[src/design/pcnm_pkg.sv]
// Package for the periodic cube neighbour max block.
// Opcodes, field widths and stream widths used by the front, back and top design files. No dependencies.
package pcnm_pkg;

  localparam logic OP_LOAD  = 1'b0;
  localparam logic OP_QUERY = 1'b1;

  localparam int POS_W      = 4;
  localparam int SAMPLE_W   = 32;
  localparam int BOUND_W    = 31;
  localparam int IN_DATA_W  = 48;
  localparam int OUT_DATA_W = 32;

  localparam logic [BOUND_W-1:0] BOUND_MAX = {BOUND_W{1'b1}};

endpackage

[src/design/pcnm_front.sv]
// Front end: takes input items, wraps positions onto the grid and builds a command word.
// Uses pcnm_pkg.
module pcnm_front #(
  parameter int GRID_SIZE = 16,
  parameter int CMD_W     = 1 + 6 * $clog2(GRID_SIZE) + pcnm_pkg::SAMPLE_W
) (
  input  logic                           s_axis_tvalid,
  output logic                           s_axis_tready,
  // [3:0] pos_x, [7:4] pos_y, [11:8] pos_z, [43:12] sample, [47:44] zero
  input  logic [pcnm_pkg::IN_DATA_W-1:0] s_axis_tdata,
  // [0] opcode
  input  logic                           s_axis_tuser,
  output logic                           cmd_valid,
  input  logic                           cmd_ready,
  output logic [CMD_W-1:0]               cmd_data
);

  localparam int AW = $clog2(GRID_SIZE);
  localparam int PW = pcnm_pkg::POS_W;

  logic [AW-1:0] wrap_lut [2**PW];
  logic [AW-1:0] x0, x1, y0, y1, z0, z1;
  logic [PW-1:0] raw_x, raw_y, raw_z;
  logic [pcnm_pkg::SAMPLE_W-1:0] sample;

  // raw position modulo grid size, as a constant table
  for (genvar g = 0; g < 2**PW; g++) begin : g_lut
    assign wrap_lut[g] = AW'(g % GRID_SIZE);
  end

  assign raw_x  = s_axis_tdata[PW-1:0];
  assign raw_y  = s_axis_tdata[2*PW-1:PW];
  assign raw_z  = s_axis_tdata[3*PW-1:2*PW];
  assign sample = s_axis_tdata[3*PW+pcnm_pkg::SAMPLE_W-1:3*PW];

  assign x0 = wrap_lut[raw_x];
  assign y0 = wrap_lut[raw_y];
  assign z0 = wrap_lut[raw_z];

  assign x1 = (x0 == AW'(GRID_SIZE - 1)) ? '0 : x0 + AW'(1);
  assign y1 = (y0 == AW'(GRID_SIZE - 1)) ? '0 : y0 + AW'(1);
  assign z1 = (z0 == AW'(GRID_SIZE - 1)) ? '0 : z0 + AW'(1);

  assign cmd_data      = {sample, z1, z0, y1, y0, x1, x0, s_axis_tuser};
  assign cmd_valid     = s_axis_tvalid;
  assign s_axis_tready = cmd_ready;

endmodule

[config.mk]
export PLATFORM = sky130hd
export DESIGN_NAME = pcnm_front
export DESIGN_NICKNAME = d
export VERILOG_FILES = /design/src/design/pcnm_pkg.sv /design/src/design/pcnm_front.sv
export SDC_FILE = /design/constraint.sdc
export NUM_CORES = 1
export LEC_CHECK = 0
export BUFFER_PORTS_ARGS = -buffer_cell sky130_fd_sc_hd__buf_2
export CORE_MARGIN = 8
export CORE_UTILIZATION = 23
export DETAILED_ROUTE_END_ITERATION = 10
export GPL_TIMING_DRIVEN = 0
export PLACE_DENSITY = 0.79
export RECOVER_POWER = 100
export SYNTH_ARGS = -nofsm -noshare
export SYNTH_HDL_FRONTEND = slang
export SYNTH_SLANG_ARGS = --single-unit
[constraint.sdc]
create_clock -name vclk -period 0.8
set_input_delay 0.04 -clock vclk [all_inputs]
set_output_delay 0.04 -clock vclk [all_outputs]
set_load 0.1 [all_outputs]
==> out/qor.csv, run 1 <==
stage,metric,value,unit
yosys,yosysUniqueCellTypes,10,
worst_hold_path,hold_depth,4,
global_routing,overflow,0,
yosys,yosysTopAreaCellShare,66.8,%
critical_path,crit_end,cmd_data[8],
floorplanning,dieArea,4090,sq um
floorplanning,coreArea,2190,sq um
yosys,ys_seq_area_share,0,%
floorplanning,die_w,63.9,um
global_routing,antenna_found_initial,0,
routing,first_pass_iters,2,
critical_path,slowest_delay,0.38,ns
placed_design,io_buffer_count,71,
sta,worstMarginPinSlew,0.555,ns
critical_path,crit_slowest_cell,a311o_2,
critical_path,critical-path-top-delay-family,compound AO/OA/AOI/OAI gates,
critical_path,start_kind,input port,
pwr,p_switching,1.57,mW
placed_design,place_area,1070,sq um
finish,clockBufferCount,0,
critical_path,critical_path_buf_inv_count,2,
sta,fin_crit_sh,115,%
pwr,power_leakage,0.768,nW
global_routing,track_usage,10.9,%
finish,antennaDiodeCount,0,
sta,rsz0062_at_grt,true,
finish,register_area,0,sq um
pwr,p_clk_share,0,%
yosys,yosysWarnings,0,
critical_path,worstPathRequired,0.76,ns
finish,final_cell_area,1440,sq um
sta,period_minus_slack,0.916,ns
finish,seq_cells,0,
yosys,syn_area_per_cell,7.65,sq um
yosys,ys_top_cells_by_area,"buf_4 67%, ha_1 7.1%, a31oi_1 5.9%",
pwr,internal_power,0.588,mW
pwr,p_sw_share,72.8,%
pwr,power_density,1500,nW/um^2
placed_design,gp_congestion,0.703,
pwr,vdd_drop_max,0.955,mV
routing,antenna_left,0,
critical_path,critPathLaunch,s_axis_tdata[3],
finish,area_growth,173,%
global_routing,grt_start_max_net_pins,6,
placed_design,dp_worst_setup_slack,-0.381,ns
routing,drtIter0Drc,14,
finish,fin_nets,209,
finish,final_cells,181,
worst_hold_path,hold_path.class,in -> out,
routing,vias,748,
floorplanning,io_pins,110,
critical_path,critPathKind,in -> out,
routing,avgRoutedWirePerCell,13.7,um
floorplanning,fp-row-count,17,
status,status,finished with violations,
yosys,syn_area,528,sq um
critical_path,cp.depth,4,
routing,vias_per_cell,4.13,
global_routing,grt_pass1_wl,3.87,mm
sta,setup_viol,7,
sta,fmax,1.09,GHz
routing,finalWirelength,2.49,mm
sta,relSlewSlack,63.2,%
global_routing,grt_pass1_vias,852,
critical_path,cp_data_arrival_time,0.88,ns
yosys,synth_top_area_cell,buf_4,
cts,hold_buffers,0,
critical_path,cp-end-kind,output pin,
floorplanning,die_h,63.9,um
sta,final_hold_viol_count,0,
pwr,pwr-share-seq,0,%
yosys,netlist_instances,69,
finish,utilization,65.7,%
sta,fin_ws,-0.116,ns
yosys,syn_nets,123,
sta,hold_slack,0.520,ns
status,violations,negative setup slack,
routing,drc,0,
run,maxCapViolCount,0,
sta,slew_violations,0,
critical_path,crit_fanout,4,
pwr,combPwrFrac,100.0,%
placed_design,dp.cells,168,
finish,drive_gt1_share,92.8,%
critical_path,path_cells,buf_8 > and2b_2 > a311o_2 > buf_12,
floorplanning,start_util,24.1,%
layout by cell type (no fill, tap or decap):
| master | count |
|---|---|
| clkbuf_1 | 3 |
| a31oi_1 | 1 |
| a31oi_2 | 1 |
| a311o_2 | 2 |
| a31oi_4 | 3 |
| and4b_1 | 2 |
| inv_1 | 2 |
| buf_6 | 4 |
| a21o_1 | 1 |
| clkbuf_2 | 41 |
| buf_12 | 12 |
| and2b_2 | 2 |
| ha_4 | 3 |
| buf_2 | 2 |
| buf_8 | 7 |
| buf_4 | 51 |
| xor2_4 | 3 |
| clkbuf_4 | 11 |
| nand2_1 | 2 |
routing by layer:
layer	GRT usage (%)	part of all wire (%)	vias to the layer above
li1	-	-	353
met2	22.8	55	66
met1	9.16	29	327
met3	4.88	15	2
met5	0	0	-
met4	1.11	1.1	0
layout make-up:
| class | instances | area [sq um] |
|---|---|---|
| plain buffers | 47 | 353 |
| fillers | 179 | 751 |
| inverters | 2 | 7.51 |
| multi-input cells | 20 | 315 |
| well taps | 28 | 35.0 |
| repair buffers | 84 | 729 |
cell families (layout without fill, tap and decap cells):
group / count (synthesis) / after routing / share of synthesized area, %
buffers and inverters: 49 / 133 / 68.2
AO/OA/AOI/OAI: 8 / 8 / 11.1
AND/OR/NAND/NOR: 6 / 6 / 8.53
adder cells (fa/ha/maj): 3 / 3 / 7.11
XOR/XNOR: 3 / 3 / 4.98
worst min path at each step:
| stage | from | to | slack, ns |
|---|---|---|---|
| 4_1_cts | s_axis_tdata[42] | cmd_data[55] | 0.47 |
| 3_3_place_gp | s_axis_tdata[27] | cmd_data[40] | 0.47 |
| 6_report | s_axis_tdata[7] | cmd_data[13] | 0.52 |
| 3_5_place_dp | s_axis_tdata[42] | cmd_data[55] | 0.47 |
| 5_1_grt | s_axis_tdata[8] | cmd_data[21] | 0.53 |
| 2_1_floorplan | s_axis_tdata[4] | cmd_data[13] | 0.18 |
cells in the mapped netlist:
cell	number
a31oi_1	5
xor2_1	3
a21o_1	1
ha_1	3
and4b_1	2
inv_1	2
a311o_1	2
buf_4	47
nand2_1	2
and2b_2	2
power groups by stage:
stage | Sequential (mW) | Clock, mW | Combinational, mW
after floorplan | 0 | 0 | 1.68
after global placement | 0 | 0 | 1.89
after detailed placement | 0 | 0 | 1.90
after CTS | 0 | 0 | 2.18
after global routing | 0 | 0 | 2.22
final | 0 | 0 | 2.16
timing repair:
| action | CTS | global route |
|---|---|---|
| pin swaps | 7 | 2 |
| endpoints found under the setup margin | 15 | 11 |
| cloned | 0 | 0 |
| setup buffers | 13 | 0 |
| gates resized for setup | 69 | 6 |
through the flow:
step | TNS (ns) | total power [mW]
finish | -0.366 | 2.16
global route | -0.517 | 2.22
CTS | -0.411 | 2.18
detailed placement | -2.81 | 1.90
global placement | -2.64 | 1.89
floorplan | -0.540 | 1.68
worst min-delay path, cell delays in order:
cell	delay (ns)
buf_8	0.07
buf_4	0.10
a31oi_4	0.08
buf_6	0.18
Power figures use the tool's default switching activity.
==> run 2, diff against run 1 <==
--- a/config.mk
+++ b/config.mk
@@ -6,7 +6,6 @@
 export NUM_CORES = 1
 export LEC_CHECK = 0
 export BUFFER_PORTS_ARGS = -buffer_cell sky130_fd_sc_hd__buf_2
-export CORE_MARGIN = 8
 export CORE_UTILIZATION = 23
 export DETAILED_ROUTE_END_ITERATION = 10
 export GPL_TIMING_DRIVEN = 0
==> out/qor.csv, run 2 (synthesized netlist as in run 1, its figures left out) <==
stage,metric,value,unit,change
cts,hold_buffers,0,,unchanged
floorplanning,fp-row-count,16,,was 17
critical_path,critPathKind,in -> out,,unchanged
critical_path,critical-path-top-delay-family,compound AO/OA/AOI/OAI gates,,unchanged
global_routing,grt_pass1_vias,617,,was 852
global_routing,track_usage,12.2,%,was 10.9%
finish,final_cell_mix,"54 x buf_4, 42 x clkbuf_2, 8 x buf_12",,"was 51 x buf_4, 41 x clkbuf_2, 12 x buf_12"
finish,fin_nets,205,,was 209
status,violations,negative setup slack,,unchanged
finish,clockBufferCount,0,,unchanged
status,status,finished with violations,,unchanged
floorplanning,coreArea,2060,sq um,was 2190 sq um
critical_path,path_cells,buf_8 > and2b_2 > a311o_2 > buf_12,,unchanged
routing,drc,0,,unchanged
placed_design,gp_congestion,0.584,,was 0.703
sta,setup_viol,5,,was 7
critical_path,cp_data_arrival_time,0.88,ns,about the same
critical_path,worstPathRequired,0.76,ns,about the same
placed_design,dp_hpwl,1.40,mm,
placed_design,place_area,1070,sq um,about the same
finish,register_area,0,sq um,unchanged
placed_design,dp.cells,167,,was 168
sta,hold_slack,0.367,ns,was 0.520 ns
finish,area_growth,155,%,was 173%
sta,fmax,1.08,GHz,was 1.09 GHz
finish,utilization,65.4,%,was 65.7%
critical_path,start_kind,input port,,unchanged
critical_path,cp-end-kind,output pin,,unchanged
sta,relSlewSlack,63.8,%,was 63.2%
routing,drtIter0Drc,5,,was 14
floorplanning,die_w,49.9,um,was 63.9 um
global_routing,antenna_found_initial,0,,unchanged
critical_path,slowest_delay,0.38,ns,about the same
routing,first_pass_iters,4,,was 2
finish,final_common_cell,buf_4,,unchanged
sta,rsz0062_at_grt,true,,unchanged
sta,slew_violations,0,,unchanged
sta,fin_ws,-0.123,ns,was -0.116 ns
global_routing,grt_start_max_net_pins,6,,unchanged
finish,multi_input_area,297,sq um,was 315 sq um
pwr,power_density,1550,nW/um^2,was 1500 nW/um^2
finish,final_cell_area,1350,sq um,was 1440 sq um
pwr,vdd_drop_max,0.915,mV,was 0.955 mV
critical_path,crit_fanout,5,,was 4
routing,vias_per_cell,4.11,,was 4.13
worst_hold_path,hold_path.class,in -> out,,unchanged
critical_path,crit_slowest_cell,a311o_2,,unchanged
placed_design,io_buffer_count,71,,unchanged
finish,antennaDiodeCount,0,,unchanged
routing,avgRoutedWirePerCell,10.2,um,was 13.7 um
sta,worstMarginPinSlew,0.546,ns,was 0.555 ns
pwr,power_leakage,0.739,nW,was 0.768 nW
global_routing,overflow,0,,unchanged
sta,final_hold_viol_count,0,,unchanged
finish,drive_gt1_share,94.6,%,was 92.8%
floorplanning,dieArea,2490,sq um,was 4090 sq um
run,maxCapViolCount,0,,unchanged
routing,finalWirelength,1.80,mm,was 2.49 mm
finish,final_cells,176,,was 181
floorplanning,start_util,25.6,%,was 24.1%
finish,seq_cells,0,,unchanged
finish,nFillCells,151,,was 179
pwr,finalPower,2.09,mW,was 2.16 mW
routing,vias,723,,was 748
critical_path,critical_path_buf_inv_count,2,,unchanged
floorplanning,io_pins,110,,unchanged
routing,antenna_left,0,,unchanged
sta,period_minus_slack,0.923,ns,was 0.916 ns
sta,fin_crit_sh,115,%,about the same
global_routing,grt_pass1_wl,2.41,mm,was 3.87 mm
floorplanning,die_h,49.9,um,was 63.9 um
run 2: changes by cell type in the layout (fill, tap and decap cells not counted), sizes merged:
cell	change
buf	+3
clkbuf	-7
run 2: area by class of cell:
class / instances / share of cell area, %
timing repair buffer: 80 / 48.7
inverter: 2 / 0.557
tap: 27 / 2.51
buffer: 47 / 26.2
multi-input combinational: 20 / 22.0
run 2: metal layers:
layer | routed length, um | GRT usage (%)
met5 | 0 | 0
met4 | 28 | 2.86
met3 | 212 | 1.23
met2 | 1160 | 32.4
met1 | 399 | 6.75
run 2: power breakdown:
part / leakage, nW / switching, mW / internal (mW)
registers: 0 / 0 / 0
clock network: 0 / 0 / 0
logic: 0.739 / 1.55 / 0.541
run 2: worst paths after layout:
| kind | start | end | slack, ns | cells after the start |
|---|---|---|---|---|
| setup / recovery | s_axis_tdata[7] | cmd_data[16] | -0.12 | 4 |
| hold / removal | s_axis_tdata[0] | cmd_data[5] | 0.37 | 3 |
run 2: per-stage QoR:
stage / TNS [ns] / setup WS (ns)
floorplan: -0.540 / -0.212
global placement: -2.56 / -0.358
detailed placement: -2.81 / -0.390
CTS: -0.384 / -0.146
global route: -0.458 / -0.139
finish: -0.329 / -0.123
run 2: what timing repair did:
item | in CTS | in global routing
buffers inserted | 8 | 1
gates resized for setup | 60 | 6
setup endpoints to repair | 15 | 5
pin swaps | 6 | 4
endpoints found under the hold margin | 0 | 0
