<file path="src/design/pcnm_queue.sv">
// Two-entry command queue between front and back ends.
// Generic width; no package dependencies.
module pcnm_queue #(
  parameter int WIDTH = 8
) (
  input  logic             clk,
  input  logic             rst,
  input  logic             in_valid,
  output logic             in_ready,
  input  logic [WIDTH-1:0] in_data,
  output logic             out_valid,
  input  logic             out_ready,
  output logic [WIDTH-1:0] out_data
);

  logic [WIDTH-1:0] slot [2];
  logic             wr_ptr;
  logic             rd_ptr;
  logic [1:0]       count;
  logic             push;
  logic             pop;

  assign in_ready  = (count != 2'd2);
  assign out_valid = (count != 2'd0);
  assign out_data  = slot[rd_ptr];
  assign push      = in_valid && in_ready;
  assign pop       = out_valid && out_ready;

  always_ff @(posedge clk) begin
    if (push) begin
      slot[wr_ptr] <= in_data;
    end
  end

  always_ff @(posedge clk) begin
    if (rst) begin
      wr_ptr <= 1'b0;
      rd_ptr <= 1'b0;
      count  <= 2'd0;
    end else begin
      if (push) begin
        wr_ptr <= ~wr_ptr;
      end
      if (pop) begin
        rd_ptr <= ~rd_ptr;
      end
      case ({push, pop})
        2'b10:   count <= count + 2'd1;
        2'b01:   count <= count - 2'd1;
        default: count <= count;
      endcase
    end
  end

endmodule

</file>
<file path="config.mk">
export PLATFORM = sky130hd
export DESIGN_NAME = pcnm_queue
export DESIGN_NICKNAME = d
export VERILOG_FILES = /design/src/design/pcnm_queue.sv
export SDC_FILE = /design/constraint.sdc
export NUM_CORES = 1
export LEC_CHECK = 0
export ABC_AREA = 1
export BUFFER_PORTS_ARGS = -buffer_cell sky130_fd_sc_hd__buf_2
export CAP_MARGIN = 20
export CORE_MARGIN = 4
export CORE_UTILIZATION = 50
export CTS_CLUSTER_DIAMETER = 50
export DETAILED_ROUTE_END_ITERATION = 7
export HOLD_SLACK_MARGIN = 0.08
export PLACE_DENSITY = 0.8
export RECOVER_POWER = 25
export SLEW_MARGIN = 20
export SYNTH_ARGS = -nofsm -noshare
export SYNTH_HDL_FRONTEND = slang
export SYNTH_SLANG_ARGS = --single-unit
</file>
<file path="constraint.sdc">
create_clock -name clk -period 1.76 [get_ports clk]
set_input_delay 0.176 -clock clk [delete_from_list [all_inputs] [get_ports clk]]
set_output_delay 0.176 -clock clk [all_outputs]
set_load 0.02 [all_outputs]
</file>
==> run_results.csv, run 1 <==
group,metric,value,unit
route,avgRoutedWirePerCell,11.51,um
sta,maxSlewHeadroom,0.7017,
critical_path,worstSetupPathType,"flip-flop to output port",
sta,setup_viol,0,
worst_hold_path,hold_class,"input pin to flip-flop",
critical_path,cp-end-kind,"output port",
critical_path,cpPeakStageDelay,610,ps
sta,post-route-period-util,0.9161,
place,placed_cell_area,0.001021,mm2
route,wl,1393,um
die,die_y,50,um
layout,drive_gt1_frac,0.4227,
status,status,"finished, final reports clean",
die,rows,14,
global_routing,gr-total-overflow,0,
layout,final_area,0.001124,mm2
critical_path,required,1580,ps
synthesis,syn_area_per_cell,14.00,um2
clocking,postCtsSetupRepairBufs,0,
clocking,clkTransAtPathRegs,110,ps
synthesis,ys_seq_area_frac,0.6582,
layout,syn2layout_area_growth,27.38,%
die,fp.dieW,50,um
critical_path,arrival,1440,ps
clocking,cts_tree,"built",
synthesis,syn_area,882.1,um2
place,routabilityCongestion,0.6576,
route,firstDrtPassIters,4,
clocking,ctsResizeCount,0,
route,drt_iter0_drc,32,
clocking,clock_tree.htree_level_count,1,
clocking,cts_made_buffers,3,
global_routing,grt_pass1_wl,2401,um
power,ir_drop,0.7942,mV
global_routing,grt_max_degree,12,
sta,setup_tns,0,ps
clocking,clock_path_buffers,2,
critical_path,path_max_fanout,8,
clocking,clk_latency,290,ps
route,drc,0,
die,coreArea,0.001594,mm2
place,numPortBuffers,21,
sta,clock.fmax,0.6202,GHz
route,viasPerCell,4.545,
synthesis,ys_warn_count,0,
synthesis,synth_cell_types,18,
power,total_leakage_power,0.4658,nW
layout,antenna_cells,0,
power,p_per_area,1151,mW/mm2
run,cap_violations,0,
sta,finalCriticalPeriod,1612,ps
critical_path,crit_path_start_kind,"flip-flop",
place,hpwlAfterDp,1008,um
critical_path,slowest_stage,"dfxtp_1",
sta,rsz0062_at_grt,"false",
die,boundaryPins,22,
sta,hold_viol_final,0,
clocking,clock_sinks,21,
global_routing,grt_usage,0.1260,
clocking,cts_root_buf,"clkbuf_4",
route,dr_total_vias,550,
route,drtAntennaViolNets,0,
global_routing,grt_pass1_vias,564,
global_routing,antenna_found_initial,0,
critical_path,cp_cell_sequence,"mux2_2 > buf_2",
layout,fill_cells,114,
die,die_area,0.002500,mm2
layout,final_common_cell,"buf_2",
sta,skew,6.634,ps
synthesis,syn_nets,76,
synthesis,ys_seq_elements,21,
layout,final_net_count,111,
synthesis,netlist_instances,63,
sta,drv_slew,0,
layout,layout_common_cells,"buf_2 (18), edfxtp_1 (16), nor2_1 (9)",
die,initial_core_util,0.5534,
sta,worst_pin_slew,446.8,ps
state kept, by name (all words and copies together) (netlist names), named ones only:
name and count:
count 2, rd_ptr 1, slot 16, wr_ptr 1
logic make-up (layout without fill, tap and decap cells):
family | Yosys count | count (layout) | synth area share
buf+inv | 9 | 43 | 0.05249
mux | 8 | 8 | 0.1234
simple gates | 19 | 19 | 0.1149
fa+ha+maj | 1 | 1 | 0.01418
compound gates | 5 | 5 | 0.03688
flops | 21 | 21 | 0.6582
Yosys cell counts:
cell type	n	area share
mux2_2	3	0.038
o21ai_0	1	0.0057
a21oi_1	2	0.011
mux2_4	5	0.085
buf_6	1	0.013
nand2_1	4	0.017
inv_2	2	0.0085
nand2_4	3	0.038
nand4_1	1	0.0071
ha_1	1	0.014
dfxtp_1	5	0.11
o21ai_2	2	0.020
nor2_1	9	0.038
nor2_2	1	0.0071
nand2_2	1	0.0071
inv_1	5	0.021
clkinv_4	1	0.0099
edfxtp_1	16	0.54
repair_timing:
action | CTS | global route
setup endpoints to repair | 0 | 0
endpoints found under the hold margin | 14 | 2
hold buffers | 7 | 1
path summary, 6_finish.rpt:
path,start,to,slack [ps],cells after the start
setup / recovery,flip-flop,out_data[2],150,2
hold / removal,rst,wr_ptr,170,4
setup reg to reg,count[0],count[1],400,10
hold reg to reg,rd_ptr,flip-flop,540,2
critical path: cells and delay by family (launching register included):
| kind | cells | cell delay (ps) |
|---|---|---|
| buffers and inverters | 1 | 160 |
| DFF | 1 | 610 |
| muxes | 1 | 390 |
power by group:
| part | internal [mW] | switching (mW) |
|---|---|---|
| logic | 0.185 | 0.238 |
| clock network | 0.0879 | 0.127 |
| registers | 0.607 | 0.0490 |
through the flow:
stage	instances	setup WS, ps	total power [mW]	hold WS, ps	utilization
final	121	147.7	1.293	173.5	0.7049
after floorplan	63	378.3	0.9763	274.9	-
after global routing	121	57.10	1.375	190.0	0.7049
after global placement	109	462.9	1.067	365.2	0.6405
after detailed placement	109	415.0	1.082	369.5	0.6405
after CTS	120	121.9	1.306	81.87	0.7009
layer usage:
layer	part of all wire	GRT usage	vias to the layer above
met1	0.42	0.1538	244
met5	0	0	-
met4	0	0.04147	0
li1	-	-	282
met3	0.066	0.02711	0
met2	0.51	0.2174	24
cell type report:
| class | count | area, um2 | share of cell area |
|---|---|---|---|
| multi-input cells | 33 | 255.2 | 0.2272 |
| well taps | 24 | 30.03 | 0.02673 |
| inverters | 8 | 35.03 | 0.03118 |
| repair buffers | 31 | 196.4 | 0.1748 |
| clock buffers | 4 | 26.28 | 0.02339 |
| flip-flops and latches | 21 | 580.6 | 0.5167 |
Power figures use the tool's default switching activity.
==> run 2: changes to the inputs <==
- CORE_UTILIZATION: 50 -> 45
- PLACE_DENSITY: 0.8 -> 0.76
- clock period: 1.76 -> 1.4 ns (I/O delays scaled with it)
==> run_results.csv, run 2 (synthesis gave the netlist of run 1 again) <==
group,metric,value,unit
layout,final_net_count,113,
sta,whs,130.1,ps
die,fp.dieW,52.28,um
global_routing,grt_usage,0.1229,
die,coreArea,0.001783,mm2
power,p_per_area,1446,mW/mm2
critical_path,path_max_fanout,8,
layout,layout_common_cells,"edfxtp_1 (16), nor2_1 (9), buf_2 (9)",
die,die_y,52.28,um
worst_hold_path,hold_class,"input pin to flip-flop",
global_routing,gr-total-overflow,0,
clocking,clkTransAtPathRegs,110,ps
global_routing,grt_pass1_wl,2408,um
critical_path,r2r_setup_slack,150,ps
sta,worst_pin_slew,166.8,ps
clocking,clock_sinks,21,
route,avgRoutedWirePerCell,12.01,um
die,initial_core_util,0.4947,
clocking,cts_root_buf,"clkbuf_4",
clocking,clk_latency,300,ps
global_routing,grt_pass1_vias,558,
sta,clock.fmax,0.7284,GHz
clocking,cts_tree,"built",
status,status,"finished, final reports clean",
clocking,postCtsSetupRepairBufs,0,
clocking,clock_tree.htree_level_count,1,
layout,multi_input_area,279.0,um2
layout,antenna_cells,0,
sta,rsz0062_at_grt,"true",
sta,maxSlewHeadroom,0.8887,
route,firstDrtPassIters,3,
die,die_area,0.002733,mm2
sta,setup_viol,0,
place,routabilityCongestion,0.7289,
layout,drive_gt1_frac,0.4646,
critical_path,required,1260,ps
layout,register_area,585.6,um2
global_routing,grt_max_degree,13,
layout,reg.largest.list,"slot (16), count (2)",
route,drtAntennaViolNets,0,
critical_path,cp-end-kind,"output port",
sta,setup_tns,0,ps
critical_path,worstSetupPathType,"flip-flop to output port",
route,drc,0,
route,drt_iter0_drc,2,
power,p_comb_frac,0.381,
sta,finalCriticalPeriod,1373,ps
power,p_total,1.777,mW
global_routing,antenna_found_initial,0,
critical_path,arrival,1230,ps
run,cap_violations,0,
power,power_frac_seq,0.459,
route,wl,1489,um
place,hpwlAfterDp,1048,um
critical_path,crit_path_start_kind,"flip-flop",
route,viasPerCell,4.573,
layout,final_common_cell,"edfxtp_1",
sta,hold_viol_final,0,
place,numPortBuffers,21,
layout,fill_cells,141,
sta,post-route-period-util,0.9807,
layout,syn2layout_area_growth,39.29,%
power,clkPwrFrac,0.160,
layout,regMostFlops,"slot",
power,power.internal,1.212,mW
route,dr_total_vias,567,
sta,skew,2.953,ps
power,total_leakage_power,0.5068,nW
power,ir_drop,0.9260,mV
die,boundaryPins,22,
clocking,cts_made_buffers,3,
sta,drv_slew,0,
layout,largest_reg_flops,16,
power,switching_share,0.3179,
die,rows,15,
clocking,clock_path_buffers,2,
power,p_sw,0.5649,mW
[run 2: final timing paths]
| check | endpoint | startpoint | depth (start not counted) |
|---|---|---|---|
| setup / recovery | out_data[2] | flip-flop | 3 |
| hold reg to reg | flip-flop | rd_ptr | 2 |
| hold / removal | wr_ptr | rst | 4 |
| setup reg to reg | count[1] | count[0] | 10 |
[run 2: cell type report]
class / count / area share
timing repair buffer: 33 / 0.2179
clock buffer: 3 / 0.01833
multi-input combinational: 33 / 0.2271
sequential: 21 / 0.4766
inverter: 8 / 0.03055
clock inverter: 1 / 0.004073
tap: 25 / 0.02546
[run 2: worst max-delay path, stage by stage (launching register included)]
cell and delay [ps]:
dfxtp_2 350, buf_8 140, mux2_4 310, buf_6 130
[run 2: per-stage QoR]
| stage | std cells | setup slack (ps) | cell area [um2] | util |
|---|---|---|---|---|
| floorplan | 63 | 18.28 | 882.1 | - |
| finish | 124 | 27.08 | 1229 | 0.6891 |
| CTS | 124 | 0.8502 | 1180 | 0.6618 |
| global placement | 112 | 103.5 | 1037 | 0.5818 |
| global route | 124 | -34.03 | 1229 | 0.6891 |
| detailed placement | 112 | 49.93 | 1037 | 0.5818 |
[run 2: routing by layer]
metal	wire length, um	global-route usage
met1	556	0.1410
met2	834	0.2176
met3	70	0.01994
met4	27	0.06383
met5	0	0
[run 2: what timing repair did]
action / 4_1_cts / 5_1_grt
hold buffers: 8 / 0
hold endpoints to repair: 16 / 0
resized for setup: 11 / 15
setup endpoints to repair: 8 / 9
[run 2: power groups by stage]
stage	clock network, mW	logic, mW	registers [mW]
floorplan	0	0.417	0.810
global placement	0	0.542	0.812
detailed placement	0	0.554	0.818
CTS	0.298	0.619	0.808
global route	0.318	0.745	0.826
finish	0.284	0.678	0.815
==> run 3: changes to the inputs <==
- ABC_AREA: 1 -> not set
- CORE_UTILIZATION: 45 -> 48
- PLACE_DENSITY: 0.76 -> 0.78
- clock period: 1.4 -> 1.3 ns (I/O delays scaled with it)
==> run_results.csv, run 3 <==
group,metric,value,unit
power,ir_drop,1.231,mV
sta,worst_pin_slew,262.7,ps
layout,antenna_cells,0,
global_routing,grt_util_met1,0.1546,
place,place_ws,-53.18,ps
layout,syn2layout_area_growth,54.70,%
critical_path,arrival,1720,ps
synthesis,synth_ff_type,"edfxtp_1",
critical_path,path_max_fanout,3,
layout,regMostFlops,"slot",
die,initial_core_util,0.5179,
critical_path,worstSetupPathType,"flip-flop to flip-flop",
clocking,cts_tree,"built",
clocking,clock_sinks,21,
critical_path,cpPeakStageDelay,380,ps
global_routing,met3_usage,0.03058,
worst_hold_path,holdCritStartpoint,"in_valid",
synthesis,synth_compound_area_frac,0.04075,
synthesis,syn_area_per_cell,16.29,um2
sta,rsz0062_at_grt,"true",
sta,hold_viol_final,0,
global_routing,gr-max-usage-layer,"met2",
synthesis,synth_edf_count,16,
power,total_leakage_power,0.5037,nW
synthesis,synthAdderAreaFrac,0.01567,
layout,final_net_count,106,
synthesis,synth-simple-area-share,0.05956,
global_routing,grt_pass1_vias,516,
critical_path,crit_path_start_kind,"flip-flop",
route,viasPerCell,4.944,
critical_path,required,1530,ps
layout,final_common_cell,"edfxtp_1",
synthesis,netlist_instances,49,
layout,drive_gt1_frac,0.5543,
route,drtAntennaViolNets,0,
route,drc,0,
place,hpwlAfterDp,912.9,um
critical_path,startpoint,"count[1]",
clocking,clock_path_buffers,2,
route,avgRoutedWirePerCell,14.35,um
synthesis,synth.largest_area_cell,"edfxtp_1",
synthesis,syn_area,798.3,um2
place,numPortBuffers,21,
sta,skew,5.892,ps
route,drt_iter0_drc,9,
global_routing,use_met2,0.2152,
synthesis,synthTopCellsByCount,"edfxtp_1 (16), mux2_2 (8), dfxtp_1 (5), nor2_1 (3)",
sta,post-route-period-util,1.143,
die,die_area,0.002379,mm2
layout,largest_reg_flops,16,
synthesis,synth-xor-area-share,0.03292,
synthesis,synthMuxAreaShare,0.1129,
clocking,cts_made_buffers,3,
route,dr_total_vias,534,
synthesis,synth_top_family_by_area,"multiplexers",
route,firstDrtPassIters,2,
power,p_total,2.464,mW
global_routing,antenna_found_initial,0,
clocking,clkTransAtPathRegs,110,ps
synthesis,ys_warn_count,0,
layout,reg.largest.list,"slot (16), count (2)",
die,die_y,48.78,um
synthesis,async_reset_ff_frac,0,
critical_path,slowest_stage,"or3_1",
die,coreArea,0.001541,mm2
critical_path,cp_cell_sequence,"o21a_1 > ha_4 > xnor2_1 > or3_1 > a21oi_2",
die,rows,14,
sta,finalWorstSetupSlack,-186.4,ps
status,violations,"negative setup slack",
layout,layout_common_cells,"edfxtp_1 (16), buf_2 (11), dlygate4sd3_1 (9), buf_6 (9), buf_4 (9)",
layout,fill_cells,88,
power,p_per_area,1995,mW/mm2
status,status,"finished with violations",
clocking,cts_root_buf,"clkbuf_4",
synthesis,netlist.area_leader.share,0.6019,
die,fp.dieW,48.78,um
synthesis,synthTopCellsByArea,"edfxtp_1 (60%), dfxtp_1 (13%), mux2_2 (11%), xnor2_1 (2.2%), ha_1 (1.6%)",
synthesis,synth_cell_types,19,
sta,finalCriticalPeriod,1486,ps
layout,fin_util,0.8011,
sta,maxSlewHeadroom,0.8236,
clocking,clock_tree.htree_level_count,1,
synthesis,ys_seq_elements,21,
synthesis,syn_nets,62,
global_routing,gr-total-overflow,0,
critical_path,r2r_start,"count[1]",
run,cap_violations,0,
sta,drv_slew,0,
global_routing,grt_pass1_wl,2332,um
place,routabilityCongestion,0.7314,
sta,clock.fmax,0.6728,GHz
clocking,clk_latency,300,ps
synthesis,post-synth-top-count-cell,"edfxtp_1",
route,wl,1550,um
synthesis,ys_seq_area_frac,0.7273,
global_routing,grt_usage,0.1297,
critical_path,cp-end-kind,"flip-flop",
global_routing,grt_max_degree,12,
die,boundaryPins,22,
worst_hold_path,hold_class,"input pin to flip-flop",
sta,setup_viol,18,
==> run 3: cell types whose count changed after synthesis, moves of 2 or more <==
cell,previous run,this run
inv_1,5,1
inv_2,2,0
mux2_2,3,8
mux2_4,5,0
nand2_1,4,1
nand2_4,3,0
nor2_1,9,3
o21ai_2,2,0
xnor2_1,0,2
==> run 3: final timing paths <==
kind / cells after the start / to / slack, ps
max reg2reg: 5 / count[1] / -190
min reg2reg: 2 / flip-flop / 550
max: 5 / count[1] / -190
min: 3 / wr_ptr / 150
==> run 3: repair_timing <==
item,4_1_cts,5_1_grt
hold endpoints to repair,21,0
endpoints found under the setup margin,10,19
pin swaps,0,2
buffers inserted,2,2
hold buffers,9,0
resized for setup,4,27
==> run 3: logic make-up (layout without fill, tap and decap cells) <==
| group | after synthesis | count (layout) |
|---|---|---|
| xor gates and xnor gates | 3 | 3 |
| muxes | 8 | 8 |
| AOI/OAI and AO/OA | 5 | 5 |
| and+or+nand+nor | 9 | 9 |
| buffers and inverters | 2 | 45 |
| adders and majority gates | 1 | 1 |
| DFF | 21 | 21 |
==> run 3: area by class of cell <==
| class | instances | area, um2 | share of cell area |
|---|---|---|---|
| inverters | 1 | 7.507 | 0.006079 |
| well taps | 16 | 20.02 | 0.01621 |
| repair buffers | 40 | 321.6 | 0.2604 |
| multi-input cells | 26 | 272.8 | 0.2209 |
| clock buffers | 4 | 26.28 | 0.02128 |
| flip-flops and latches | 21 | 586.8 | 0.4752 |
==> run 3: per-layer routing <==
metal / vias to the layer above / wire length, um
li1: 267 / -
met1: 247 / 651
met2: 16 / 803
met3: 4 / 70
met4: 0 / 24
met5: - / 0
==> run 3: critical path: cells and delay by family (launching register included) <==
kind / cells / cell delay [ps]
AO/OA/AOI/OAI: 2 / 360
XOR/XNOR: 1 / 150
adder cells (fa/ha/maj): 1 / 170
flip-flops: 1 / 360
AND/OR/NAND/NOR: 1 / 380
==> run 3: power by group <==
group          switching [mW]  leakage (nW)  internal [mW]
combinational           0.496         0.296          0.680
clock                   0.176        0.0150          0.119
sequential              0.114         0.192          0.879
==> run 3: per-stage QoR <==
step | TNS, ps | instances | hold WS (ps) | cell area, um2
after floorplan | -26.85 | 49 | 195.0 | 822.0
after global placement | 0 | 91 | 316.9 | 987.2
after detailed placement | -53.18 | 91 | 321.3 | 987.2
after CTS | -663.8 | 106 | 135.4 | 1127
after global routing | -1706 | 108 | 166.1 | 1235
final | -547.7 | 108 | 154.0 | 1235
